### src/sv/ata_pio_lba28_command_sequencer_macros.svh
// assertion macros for the sequencer rtl, used by ata_seq_emit
// expects clk and arst_n in the scope of the caller
`ifndef ATA_PIO_LBA28_COMMAND_SEQUENCER_MACROS_SVH
`define ATA_PIO_LBA28_COMMAND_SEQUENCER_MACROS_SVH

`ifndef NO_ASSERTIONS
`define ATA_ASSERT_IMP(lbl, ante, cons) \
	lbl: assert property (@(posedge clk) disable iff (!arst_n) (ante) |-> (cons)) \
		else $error("assertion failed");
`define ATA_ASSERT_NEXT(lbl, ante, cons) \
	lbl: assert property (@(posedge clk) disable iff (!arst_n) (ante) |=> (cons)) \
		else $error("assertion failed");
`else
`define ATA_ASSERT_IMP(lbl, ante, cons)
`define ATA_ASSERT_NEXT(lbl, ante, cons)
`endif

`endif

### src/sv/ata_seq_pkg.sv
// types, codes and constants of the ata pio lba28 command sequencer
// no dependencies
package ata_seq_pkg;

	localparam int DRIVE_COUNT = 4;
	localparam int DRV_IDX_W   = 2;
	localparam int BURST_MAX   = 8;
	localparam int BURST_CNT_W = 4;
	localparam int LBA_W       = 28;
	localparam int IN_DATA_W   = 64;
	localparam int OUT_DATA_W  = 16;

	localparam logic [7:0] DEVSEL_BASE = 8'hE0;
	localparam logic [7:0] CTRL_NO_INT = 8'h02;
	localparam logic [7:0] CMD_READ    = 8'h20;
	localparam logic [7:0] CMD_WRITE   = 8'h30;

	localparam int ST_BUSY  = 7;
	localparam int ST_FAULT = 5;
	localparam int ST_DRQ   = 3;
	localparam int ST_ERR   = 0;

	typedef enum logic [2:0] {
		KIND_WRITE  = 3'd0,
		KIND_STATUS = 3'd1,
		KIND_XFER   = 3'd2,
		KIND_SETTLE = 3'd3,
		KIND_DONE   = 3'd4
	} kind_t;

	typedef enum logic [2:0] {
		REG_CONTROL = 3'd0,
		REG_DEVSEL  = 3'd1,
		REG_COUNT   = 3'd2,
		REG_LBA_LO  = 3'd3,
		REG_LBA_MID = 3'd4,
		REG_LBA_HI  = 3'd5,
		REG_COMMAND = 3'd6
	} reg_t;

	typedef enum logic [2:0] {
		RES_OK        = 3'd0,
		RES_BAD_DRIVE = 3'd1,
		RES_NO_LBA    = 3'd2,
		RES_BOUNDS    = 3'd3,
		RES_ERROR     = 3'd4,
		RES_FAULT     = 3'd5,
		RES_NO_DRQ    = 3'd6
	} code_t;

	typedef enum logic [1:0] {
		PH_IDLE   = 2'd0,
		PH_READY  = 2'd1,
		PH_SECTOR = 2'd2
	} phase_t;

	typedef enum logic [1:0] {
		CFG_PRESENT = 2'd0,
		CFG_LBA_CAP = 2'd1,
		CFG_CHANNEL = 2'd2,
		CFG_UNIT    = 2'd3
	} cfg_idx_t;

	typedef struct packed {
		kind_t      kind;
		logic       channel_sel;
		reg_t       reg_sel;
		logic [7:0] write_value;
		code_t      result_code;
		logic       last;
	} result_t;

	typedef result_t [BURST_MAX-1:0] burst_t;

	typedef struct packed {
		burst_t                 words;
		logic [BURST_CNT_W-1:0] count;
	} burst_load_t;

	function automatic result_t mk_word(kind_t k, logic ch, reg_t r, logic [7:0] v,
		code_t c);
		result_t w;
		w.kind        = k;
		w.channel_sel = ch;
		w.reg_sel     = r;
		w.write_value = v;
		w.result_code = c;
		w.last        = 1'b0;
		return w;
	endfunction

endpackage

### src/sv/ata_seq_core.sv
// request check, sequencing state and burst build for one input word
// depends on ata_seq_pkg
module ata_seq_core
	import ata_seq_pkg::*;
(
	input  logic                   clk,
	input  logic                   arst_n,
	input  logic                   cfg_we,
	input  logic [1:0]             cfg_addr,
	input  logic [3:0]             cfg_wdata,
	input  logic                   accept,
	input  logic                   action,
	input  logic                   is_write,
	input  logic [7:0]             drive_number,
	input  logic [31:0]            block_address,
	input  logic [7:0]             sector_total,
	input  logic [7:0]             status_byte,
	output burst_load_t            burst
);

	logic [3:0] present_q, lba_cap_q, channel_q, unit_q;

	phase_t             phase_q, phase_d;
	logic               chan_q;
	logic               op_write_q;
	logic [7:0]         left_q;
	logic [7:0]         count_q;
	logic [LBA_W-1:0]   lba_q;
	logic [7:0]         devsel_q;

	logic [DRV_IDX_W-1:0] d_idx;
	logic                 in_range;
	code_t                req_code;
	logic [7:0]           left_dec;
	code_t                sec_code;
	logic                 req_ok;
	logic                 sec_step;

	burst_t                 w;
	logic [BURST_CNT_W-1:0] n;

	assign d_idx    = drive_number[DRV_IDX_W-1:0];
	assign in_range = drive_number < 8'(DRIVE_COUNT);
	assign left_dec = left_q - 8'd1;

	always_comb begin
		if (!in_range || !present_q[d_idx]) begin
			req_code = RES_BAD_DRIVE;
		end else if (!lba_cap_q[d_idx]) begin
			req_code = RES_NO_LBA;
		end else if (block_address[31:LBA_W] != '0) begin
			req_code = RES_BOUNDS;
		end else begin
			req_code = RES_OK;
		end
	end

	always_comb begin
		if (status_byte[ST_ERR]) begin
			sec_code = RES_ERROR;
		end else if (status_byte[ST_FAULT]) begin
			sec_code = RES_FAULT;
		end else if (!status_byte[ST_DRQ]) begin
			sec_code = RES_NO_DRQ;
		end else begin
			sec_code = RES_OK;
		end
	end

	assign req_ok   = !action && (req_code == RES_OK);
	assign sec_step = action && (phase_q == PH_SECTOR) && !status_byte[ST_BUSY];

	// next phase
	always_comb begin
		phase_d = phase_q;
		if (!action) begin
			if (req_code == RES_OK) begin
				phase_d = PH_READY;
			end
		end else if (!status_byte[ST_BUSY]) begin
			case (phase_q)
				PH_READY:  phase_d = (left_q == '0) ? PH_IDLE : PH_SECTOR;
				PH_SECTOR: begin
					if (sec_code != RES_OK || left_dec == '0) begin
						phase_d = PH_IDLE;
					end
				end
				default:   phase_d = phase_q;
			endcase
		end
	end

	// result words
	always_comb begin
		w = '0;
		n = '0;
		if (!action) begin
			if (req_code != RES_OK) begin
				w[0] = mk_word(KIND_DONE, 1'b0, REG_CONTROL, 8'h00, req_code);
				n    = 4'd1;
			end else begin
				w[0] = mk_word(KIND_WRITE, channel_q[d_idx], REG_CONTROL, CTRL_NO_INT,
					RES_OK);
				w[1] = mk_word(KIND_STATUS, channel_q[d_idx], REG_CONTROL, 8'h00, RES_OK);
				n    = 4'd2;
			end
		end else if (phase_q == PH_READY || phase_q == PH_SECTOR) begin
			if (status_byte[ST_BUSY]) begin
				w[0] = mk_word(KIND_STATUS, chan_q, REG_CONTROL, 8'h00, RES_OK);
				n    = 4'd1;
			end else if (phase_q == PH_READY) begin
				w[0] = mk_word(KIND_WRITE, chan_q, REG_DEVSEL, devsel_q, RES_OK);
				w[1] = mk_word(KIND_WRITE, chan_q, REG_COUNT, count_q, RES_OK);
				w[2] = mk_word(KIND_WRITE, chan_q, REG_LBA_LO, lba_q[7:0], RES_OK);
				w[3] = mk_word(KIND_WRITE, chan_q, REG_LBA_MID, lba_q[15:8], RES_OK);
				w[4] = mk_word(KIND_WRITE, chan_q, REG_LBA_HI, lba_q[23:16], RES_OK);
				w[5] = mk_word(KIND_WRITE, chan_q, REG_COMMAND,
					op_write_q ? CMD_WRITE : CMD_READ, RES_OK);
				if (left_q == '0) begin
					w[6] = mk_word(KIND_DONE, chan_q, REG_CONTROL, 8'h00, RES_OK);
					n    = 4'd7;
				end else begin
					w[6] = mk_word(KIND_SETTLE, chan_q, REG_CONTROL, 8'h00, RES_OK);
					w[7] = mk_word(KIND_STATUS, chan_q, REG_CONTROL, 8'h00, RES_OK);
					n    = 4'd8;
				end
			end else if (sec_code != RES_OK) begin
				w[0] = mk_word(KIND_DONE, chan_q, REG_CONTROL, 8'h00, sec_code);
				n    = 4'd1;
			end else if (op_write_q) begin
				if (left_dec == '0) begin
					w[0] = mk_word(KIND_DONE, chan_q, REG_CONTROL, 8'h00, RES_OK);
					n    = 4'd1;
				end else begin
					w[0] = mk_word(KIND_SETTLE, chan_q, REG_CONTROL, 8'h00, RES_OK);
					w[1] = mk_word(KIND_STATUS, chan_q, REG_CONTROL, 8'h00, RES_OK);
					n    = 4'd2;
				end
			end else begin
				w[0] = mk_word(KIND_XFER, chan_q, REG_CONTROL, 8'h00, RES_OK);
				if (left_dec == '0) begin
					w[1] = mk_word(KIND_DONE, chan_q, REG_CONTROL, 8'h00, RES_OK);
					n    = 4'd2;
				end else begin
					w[1] = mk_word(KIND_SETTLE, chan_q, REG_CONTROL, 8'h00, RES_OK);
					w[2] = mk_word(KIND_STATUS, chan_q, REG_CONTROL, 8'h00, RES_OK);
					n    = 4'd3;
				end
			end
		end
		for (int i = 0; i < BURST_MAX; i++) begin
			w[i].last = (BURST_CNT_W'(i + 1) == n);
		end
	end

	assign burst.words = w;
	assign burst.count = n;

	always_ff @(posedge clk or negedge arst_n) begin
		if (!arst_n) begin
			present_q <= '0;
			lba_cap_q <= '0;
			channel_q <= '0;
			unit_q    <= '0;
		end else if (cfg_we) begin
			case (cfg_idx_t'(cfg_addr))
				CFG_PRESENT: present_q <= cfg_wdata;
				CFG_LBA_CAP: lba_cap_q <= cfg_wdata;
				CFG_CHANNEL: channel_q <= cfg_wdata;
				CFG_UNIT:    unit_q    <= cfg_wdata;
				default:     present_q <= present_q;
			endcase
		end
	end

	always_ff @(posedge clk or negedge arst_n) begin
		if (!arst_n) begin
			phase_q    <= PH_IDLE;
			chan_q     <= 1'b0;
			op_write_q <= 1'b0;
			left_q     <= '0;
			count_q    <= '0;
			lba_q      <= '0;
			devsel_q   <= '0;
		end else if (accept) begin
			phase_q <= phase_d;
			if (req_ok) begin
				chan_q     <= channel_q[d_idx];
				op_write_q <= is_write;
				left_q     <= sector_total;
				count_q    <= sector_total;
				lba_q      <= block_address[LBA_W-1:0];
				devsel_q   <= DEVSEL_BASE | {3'b000, unit_q[d_idx], block_address[27:24]};
			end else if (sec_step && sec_code == RES_OK) begin
				left_q <= left_dec;
			end
		end
	end

endmodule

### src/sv/ata_seq_emit.sv
// result word buffer: takes a whole burst and hands it out one word a cycle while word_ready is high
// depends on ata_seq_pkg and the assertion macro header
`include "ata_pio_lba28_command_sequencer_macros.svh"
module ata_seq_emit
	import ata_seq_pkg::*;
(
	input  logic        clk,
	input  logic        arst_n,
	input  burst_load_t burst,
	input  logic        load,
	output logic        can_load,
	output logic        word_valid,
	input  logic        word_ready,
	output result_t     word
);

	burst_t                 buf_q;
	logic [BURST_CNT_W-1:0] rem_q;
	logic                   take;

	assign word_valid = (rem_q != '0);
	assign word       = buf_q[0];
	assign take       = word_valid && word_ready;
	assign can_load   = (rem_q == '0) || ((rem_q == BURST_CNT_W'(1)) && word_ready);

	always_ff @(posedge clk or negedge arst_n) begin
		if (!arst_n) begin
			rem_q <= '0;
		end else if (load) begin
			rem_q <= burst.count;
		end else if (take) begin
			rem_q <= rem_q - BURST_CNT_W'(1);
		end
	end

	always_ff @(posedge clk) begin
		if (load) begin
			buf_q <= burst.words;
		end else if (take) begin
			for (int i = 0; i < BURST_MAX - 1; i++) begin
				buf_q[i] <= buf_q[i+1];
			end
			buf_q[BURST_MAX-1] <= '0;
		end
	end

	`ATA_ASSERT_IMP(a_rem_bound, 1'b1, rem_q <= BURST_CNT_W'(BURST_MAX))
	`ATA_ASSERT_IMP(a_last_on_final, word_valid, word.last == (rem_q == BURST_CNT_W'(1)))
	`ATA_ASSERT_IMP(a_load_when_free, load, can_load)
	`ATA_ASSERT_NEXT(a_drain_empty, take && !load && rem_q == BURST_CNT_W'(1), rem_q == '0)

endmodule

### src/sv/ata_pio_lba28_command_sequencer.sv
// top level of the ata pio lba28 command sequencer: stream ports and config port
// depends on ata_seq_pkg, ata_seq_core and ata_seq_emit
//
// Each accepted input word (a request, or a status byte from the device) is
// checked and turned into a burst of zero to eight result words in the cycle it
// is accepted. The burst is held in a result buffer and handed out at one word
// per cycle while m_tready is high; the next input word is taken in the same
// cycle the final result word leaves, or at once when the previous word caused
// none. The output word buffer sets the rate. Drive tables are to be written
// through the cfg port only while idle; the block itself does not enforce it.
module ata_pio_lba28_command_sequencer
	import ata_seq_pkg::*;
(
	input  logic                  clk,
	input  logic                  arst_n,
	input  logic                  cfg_we,
	input  logic [1:0]            cfg_addr,
	input  logic [3:0]            cfg_wdata,
	input  logic                  s_tvalid,
	output logic                  s_tready,
	// is_write, drive_number, block_address, sector_total, status_byte, zero pad
	input  logic [IN_DATA_W-1:0]  s_tdata,
	// action
	input  logic                  s_tuser,
	output logic                  m_tvalid,
	input  logic                  m_tready,
	// channel_sel, reg_sel, write_value, result_code, zero pad
	output logic [OUT_DATA_W-1:0] m_tdata,
	// kind
	output logic [2:0]            m_tuser,
	output logic                  m_tlast
);

	burst_load_t burst;
	logic        accept;
	result_t     word;

	assign accept = s_tvalid && s_tready;

	ata_seq_core u_core (
		.clk           (clk),
		.arst_n        (arst_n),
		.cfg_we        (cfg_we),
		.cfg_addr      (cfg_addr),
		.cfg_wdata     (cfg_wdata),
		.accept        (accept),
		.action        (s_tuser),
		.is_write      (s_tdata[0]),
		.drive_number  (s_tdata[8:1]),
		.block_address (s_tdata[40:9]),
		.sector_total  (s_tdata[48:41]),
		.status_byte   (s_tdata[56:49]),
		.burst         (burst)
	);

	ata_seq_emit u_emit (
		.clk        (clk),
		.arst_n     (arst_n),
		.burst      (burst),
		.load       (accept),
		.can_load   (s_tready),
		.word_valid (m_tvalid),
		.word_ready (m_tready),
		.word       (word)
	);

	assign m_tdata = {1'b0, word.result_code, word.write_value, word.reg_sel, word.channel_sel};
	assign m_tuser = word.kind;
	assign m_tlast = word.last;

endmodule
### config.mk
export PLATFORM = sky130hd
export DESIGN_NAME = ata_pio_lba28_command_sequencer
export DESIGN_NICKNAME = d
export VERILOG_FILES = /design/src/sv/ata_seq_pkg.sv /design/src/sv/ata_seq_core.sv /design/src/sv/ata_seq_emit.sv /design/src/sv/ata_pio_lba28_command_sequencer.sv
export VERILOG_INCLUDE_DIRS = /design/src /design/src/sv
export SDC_FILE = /design/constraint.sdc
export NUM_CORES = 1
export LEC_CHECK = 0
export ABC_AREA = 1
export BUFFER_PORTS_ARGS = -buffer_cell sky130_fd_sc_hd__buf_2
export CAP_MARGIN = 30
export CORE_ASPECT_RATIO = 0.6
export CORE_UTILIZATION = 45
export CTS_CLUSTER_DIAMETER = 30
export DETAILED_ROUTE_END_ITERATION = 8
export MAX_ROUTING_LAYER = met4
export PLACE_DENSITY = 0.66
export SLEW_MARGIN = 15
export SYNTH_ARGS = -nofsm -noshare
export SYNTH_HDL_FRONTEND = slang
export SYNTH_SLANG_ARGS = --single-unit
export TNS_END_PERCENT = 20
### constraint.sdc
create_clock -name clk -period 4.95 [get_ports clk]
set_input_delay 0.99 -clock clk [delete_from_list [all_inputs] [get_ports clk]]
set_output_delay 0.99 -clock clk [all_outputs]
set_load 0.01 [all_outputs]
* Word-level counts from Yosys, hierarchy flattened *
Index checks and enable logic that the tools add are counted.

operators by class
  add/subtract/negate cells = 2
  order comparisons = 2
  equality and inequality tests = 17
  multiplexer cells = 54
  reductions and logical operators = 35

operators with widths
  cell                                                                          count
  152-bit 2-to-1 mux                                                            3
  133-bit 2-to-1 mux                                                            1
  114-bit 2-to-1 mux                                                            1
  19-bit 2-to-1 mux                                                             6
  38-bit 2-to-1 mux                                                             3
  93-bit 2-to-1 mux                                                             1
  57-bit 2-to-1 mux                                                             1
  17-bit 2-to-1 mux                                                             3
  4-bit 2-to-1 mux                                                              9
  2-bit 2-to-1 mux                                                              10
  3-bit by 4-bit == test with 1-bit output, first input constant                4
  8-bit logical NOT                                                             2
  8-bit 2-to-1 mux                                                              2
  2-bit AND reduction                                                           6
  3-bit 2-to-1 mux                                                              3
  1-bit binary-select mux with 2-bit select                                     4
  2-bit by 4-bit == test with 1-bit output, first input constant                2
  8-bit by 3-bit less-than comparator with 1-bit output, second input constant  1
  4-bit nonzero test                                                            2
  8-bit by 1-bit subtractor with 8-bit output, second input constant            1
  1-bit logical AND                                                             7
  2-bit == test, second input constant                                          3
  3-bit logical NOT                                                             2
  2-bit nonzero test                                                            3
  other kinds (18)                                                              30

storage, ports and cells
  register bits = 222
  bits of input ports = 76
  output and inout port bits = 22
  word-level logic and storage cells = 170

* Logic depth before layout (Yosys ltp) *
  depth in word-level cells = 11
  depth in mapped cells = 17
  depth with buffers taken out = 17

* By module *
A second synthesis with hierarchy kept.

unflattened totals
  cells, all modules = 1286
  area, all modules = 11263.3 µm²

modules (own cells, without submodules)
  module                           times used  cells an instance  area each (µm²)  seq. area each (µm²)
  ata_seq_emit                     1           683                6790.3           4664.5
  ata_seq_core                     1           599                4454.3           1651.6
  ata_pio_lba28_command_sequencer  1           4                  18.8             0.0

* Least setup slack after synthesis *
OpenSTA, ideal clock, no wires.

  kind = input port to flip-flop
  from = input m_tready
  to = register u_emit.buf_q[103] (netlist bit) (enable)
  library setup time = 451 ps
  arrival time = 3193 ps
  data required time = 4499 ps
  slack = 1306 ps
  cell stages on the path = 4
  buffers on the path = 0
  cell sequence = inv_1 -> nand2_1 -> o21ai_0 -> inv_1

between the ends
  cells in the longest elaborated chain, start to end = 4
  elaborated cells between the ends (all ways) = 5
  classes of those cells = reduce/logical: 5

RTL lines
  element                           line                                   RTL
  start, declared                   ata_pio_lba28_command_sequencer.sv:26  input logic m_tready,
  1-bit logical AND                 ata_seq_emit.sv:24                     assign can_load = (rem_q == '0) || ((rem_q == BURST_CNT_W'(1)) && word_ready);
  1-bit logical OR                  ata_seq_emit.sv:24
  1-bit logical AND                 ata_pio_lba28_command_sequencer.sv:38  assign accept = s_tvalid && s_tready;
  2-bit nonzero test (no line) (*)  --
  end signal, assigned              ata_seq_emit.sv:38                     buf_q <= burst.words;
  end signal, assigned by index     ata_seq_emit.sv:41                     buf_q[i] <= buf_q[i+1];
  end, declared                     ata_seq_emit.sv:17                     burst_t buf_q;

Every way passes the cells marked *; elsewhere a longest branch is shown, timed or not.
A chain may end at the register's enable or synchronous reset.

* Worst setup path in the final report *
  from = register u_emit.rem_q[0]
  to = register u_emit.buf_q, in the netlist u_emit.word[9], data pin

between the ends
  cells in the longest elaborated chain, start to end = 5
  elaborated cells between the ends (all ways) = 6
  classes of those cells = eq/ne: 1; mux: 1; reduce/logical: 4

RTL lines
  element                                   line                                   RTL
  start, declared                           ata_seq_emit.sv:18                     logic [BURST_CNT_W-1:0] rem_q;
  start signal, assigned                    ata_seq_emit.sv:30                     rem_q <= burst.count;
  start signal, assigned                    ata_seq_emit.sv:32                     rem_q <= rem_q - BURST_CNT_W'(1);
  4-bit by 1-bit == test with 1-bit output  ata_seq_emit.sv:24
  1-bit logical AND                         ata_seq_emit.sv:24
  1-bit logical OR (*)                      ata_seq_emit.sv:24
  1-bit logical AND (*)                     ata_pio_lba28_command_sequencer.sv:38
  152-bit 2-to-1 mux (*)                    ata_seq_emit.sv:37                     if (load) begin

Marks and branches as above.

==> summary.md <==
| Metric | Value |
|---|---|
| Synth warn | 0 |
| Post-synth top area share | 0.379 |
| Hold buffers post-CTS | 0 |
| Die height | 103 um |
| Vias | ~5.4k |
| Peak VDD IR | 0.223 mV |
| Worst-path fanout max | 26 |
| Number of vias per cell | 4.99 |
| CTS tree | done |
| CTS Root Cell | clkbuf_16 |
| Hold_ws | 0.474 ns |
| Post-DRT Antenna Nets | 0 |
| Unrepaired setup endpoints after global routing | no |
| Crit end category | register |
| Nets | 926 |
| Clk slew on worst S/H paths | 0.07 ns |
| Max layer used | met4 |
| Syn Inst Count | 772 |
| CORE AREA | 0.0164 sq mm |
| R2r startpoint | u_emit.rem_q[0] |
| Distinct cells, synth | 37 |
| Clk_skew | 0.0140 ns |
| Maximum buffer depth of the clock tree | 2 |
| WL met1 | 8250 um |
| Total Routed Length | 15900 um |
| Die footprint | 0.0174 sq mm |
| Syn_area_per_cell | between 9 and 10 sq um |
| Design area | 0.00867 sq mm |
| Synth Net Count | 859 |
| Ant diodes | 0 |
| Seq pwr share | 0.502 |
| Startpoint Class | register |
| Most frequent cells in the layout | nand2_1, edfxtp_1, buf_2 |
| Register area | 0.00463 sq mm |
| Mapped Area | 0.00761 sq mm |
| Initial Utilization | 0.464 |
| Status | finished clean |
| Non-filler instance count after layout | between 1k and 1.5k |
| Net Sw Frac | 0.277 |
| Largest net degree at the start of global routing | 75 |
| Multi-input gate area | 0.00235 sq mm |
| Reg2reg path depth | 10 |
| Reg2Reg Setup Slack | 1.97 ns |
| Met2 wire length | between 6000 and 7000 um |
| Net Switching | 993 uW |
| WS Path Type | reg -> reg |
| Worst slew pin tran | 0.949 ns |
| Cell taking the most area after synthesis | edfxtp_1 |
| Post-CTS Setup Inserts | 0 |
| I/O pin count | a little under 100 |
| Final setup margin | 1.97 ns |
| #FFs+latches synth | 166 |
| FILL cells | between 1.5k and 2k |
| Layout area overhead | 13.9% |
| Worst-Skew Late Latency | 0.42 ns |
| Dpl hpwl | 10600 um |
| Crit path DAT | roughly 3.2 ns |
| GPL Wtd Cong | 0.883 |
| Worst hold path class | reg -> reg |
| Max Clock Freq | 0.336 GHz |
| Wire per inst | ~15 um |
| Total track usage | 0.203 |
| Vias in the first global route | 5034 |
| CP required | 5.19 ns |
| Most common cell after layout, fill and taps aside | nand2_1 |
| Min Tclk post-route | between 2 and 3 ns |
| 1st-iter DRT viols | ~420 |
| CTS H-tree depth | 4 |
| Total grt overflow | 0 |
| First-pass DRT Iterations | 5 |
| Post-CTS Resized | 0 |
| Endpoints failing setup | 0 |
| Row count | 36 |
| Post-place setup slack | 1.58 ns |
| Ratio of cells with drive above 1 in the final layout | 0.170 |
| Global-route wire length before repair | approximately 26000 um |
| Worst Hold Depth | 2 |
| Sequential area share after synthesis | 0.609 |
| IO buf count | 85 |
| Met3 WL | 797 um |
| Placed insts | 1047 |
| Period utilization | 0.602 |
| CTS sink cnt | ~170 |
| TNS Setup | 0 ns |
| Clock network power share | 0.360 |
| Initial antenna violation count | 0 |
| Hold Crit Endpoint | u_core.lba_q[8] |
| DIE WIDTH | roughly 170 um |
| Cell Pwr Density | 414 mW/mm^2 |
| CTS Buf Count | 17 |
| Max_cap viols | 0 |
| P_int | 2590 uW |
| DRC Markers | 0 |
| R2r endpoint | u_emit.word[9] |
| Power share of the combinational group | 0.138 |
| Final hold viol count | 0 |
| Post-placement cell area | 0.00806 sq mm |
| Slew Limit Fails | 0 |
| Leakage | between 0.004 and 0.005 uW |
| Slew margin rel. | 0.367 |
| Largest cells by area after synthesis | edfxtp_1, dfrtp_1, nand2_1 |
| Hold Crit Start | u_core.lba_q[8] |
==> Yosys cell counts (all sizes together) <==
cell type,n
a22oi,2
nand3b,3
or2,2
clkbuf,3
a32o,27
dfrtp,70
nand2,218
nor2,80
o22ai,2
a31oi,3
o41ai,1
edfxtp,96
conb,1
nand3,33
inv,86
o211ai,2
buf,41
a21oi,9
ha,11
xor2,3
o21bai,2
nor3,2
nand4,6
o21ai,69
==> cell type report <==
class | instances | area share
Clock buffer | 17 | 0.0491
Clock inverter | 15 | 0.0173
Inverter | 86 | 0.0377
Multi-Input combinational cell | 476 | 0.271
Sequential cell | 166 | 0.535
Tap cell | 228 | 0.0329
Timing Repair Buffer | 92 | 0.0575
==> power groups by stage <==
stage | clock network, uW | logic [uW] | registers [uW]
2_1_floorplan | 0 | 380 | 1810
3_3_place_gp | 0 | 483 | 1820
3_5_place_dp | 0 | 491 | 1830
4_1_cts | 1320 | 496 | 1800
5_1_grt | 1370 | 574 | 1820
6_report | 1290 | 494 | 1800
==> routing by layer <==
layer,up-vias,track usage
met4,0,0.0638
met1,2533,0.293
li1,2687,-
met5,-,-
met3,12,0.0353
met2,162,0.291
==> through the flow <==
step	power (uW)	utilization
2_1_floorplan	2190	-
3_3_place_gp	2300	0.492
3_5_place_dp	2320	0.492
4_1_cts	3610	0.527
5_1_grt	3760	0.529
6_report	3580	0.529
==> worst max-delay path: stages, from the launching register on <==
cell and delay [ns]:
dfrtp_1 0.40, inv_1 0.10, ha_1 0.20, nand2_1 0.11
nand2_1 0.11, nand2_2 0.35, nor2_2 0.72, nand2_1 0.18
nor2_2 0.24, inv_1 0.17, o21ai_0 0.22
==> how the worst max path moves through the flow <==
| stage | from | endpoint | slack (ns) | cells after the start |
|---|---|---|---|---|
| after floorplan | m_tready | u_emit.buf_q[103] | 1.31 | 4 |
| after detailed placement | m_tready | u_emit.word[9] | 1.58 | 9 |
| after CTS | u_emit.rem_q[1] | u_emit.word[9] | 1.93 | 10 |
| after global placement | m_tready | u_emit.word[9] | 1.62 | 9 |
| after global routing | u_emit.rem_q[1] | u_emit.word[9] | 1.70 | 10 |
| final | u_emit.rem_q[0] | u_emit.word[9] | 1.97 | 10 |
==> cell families after synthesis <==
kind of cell | synth area share
flops | 0.609
simple gates | 0.188
other cells | 0.000493
fa+ha+maj | 0.0181
buf+inv | 0.0827
compound gates | 0.0980
xor+xnor | 0.00345
==> registers in the layout (all words and copies together), names as in the netlist <==
| register | flops |
|---|---|
| u_core.chan_q | 1 |
| u_core.lba_cap_q | 4 |
| u_emit.rem_q | 4 |
| u_core.channel_q | 4 |
| u_core.devsel_q | 6 |
| u_core.phase_q | 2 |
| u_emit.word | 19 |
| u_core.left_q | 8 |
| u_core.lba_q | 24 |
| u_core.present_q | 4 |
| u_core.unit_q | 4 |
| u_emit.buf_q | 77 |
| u_core.op_write_q | 1 |
| u_core.count_q | 8 |
Power figures use the tool's default switching activity.
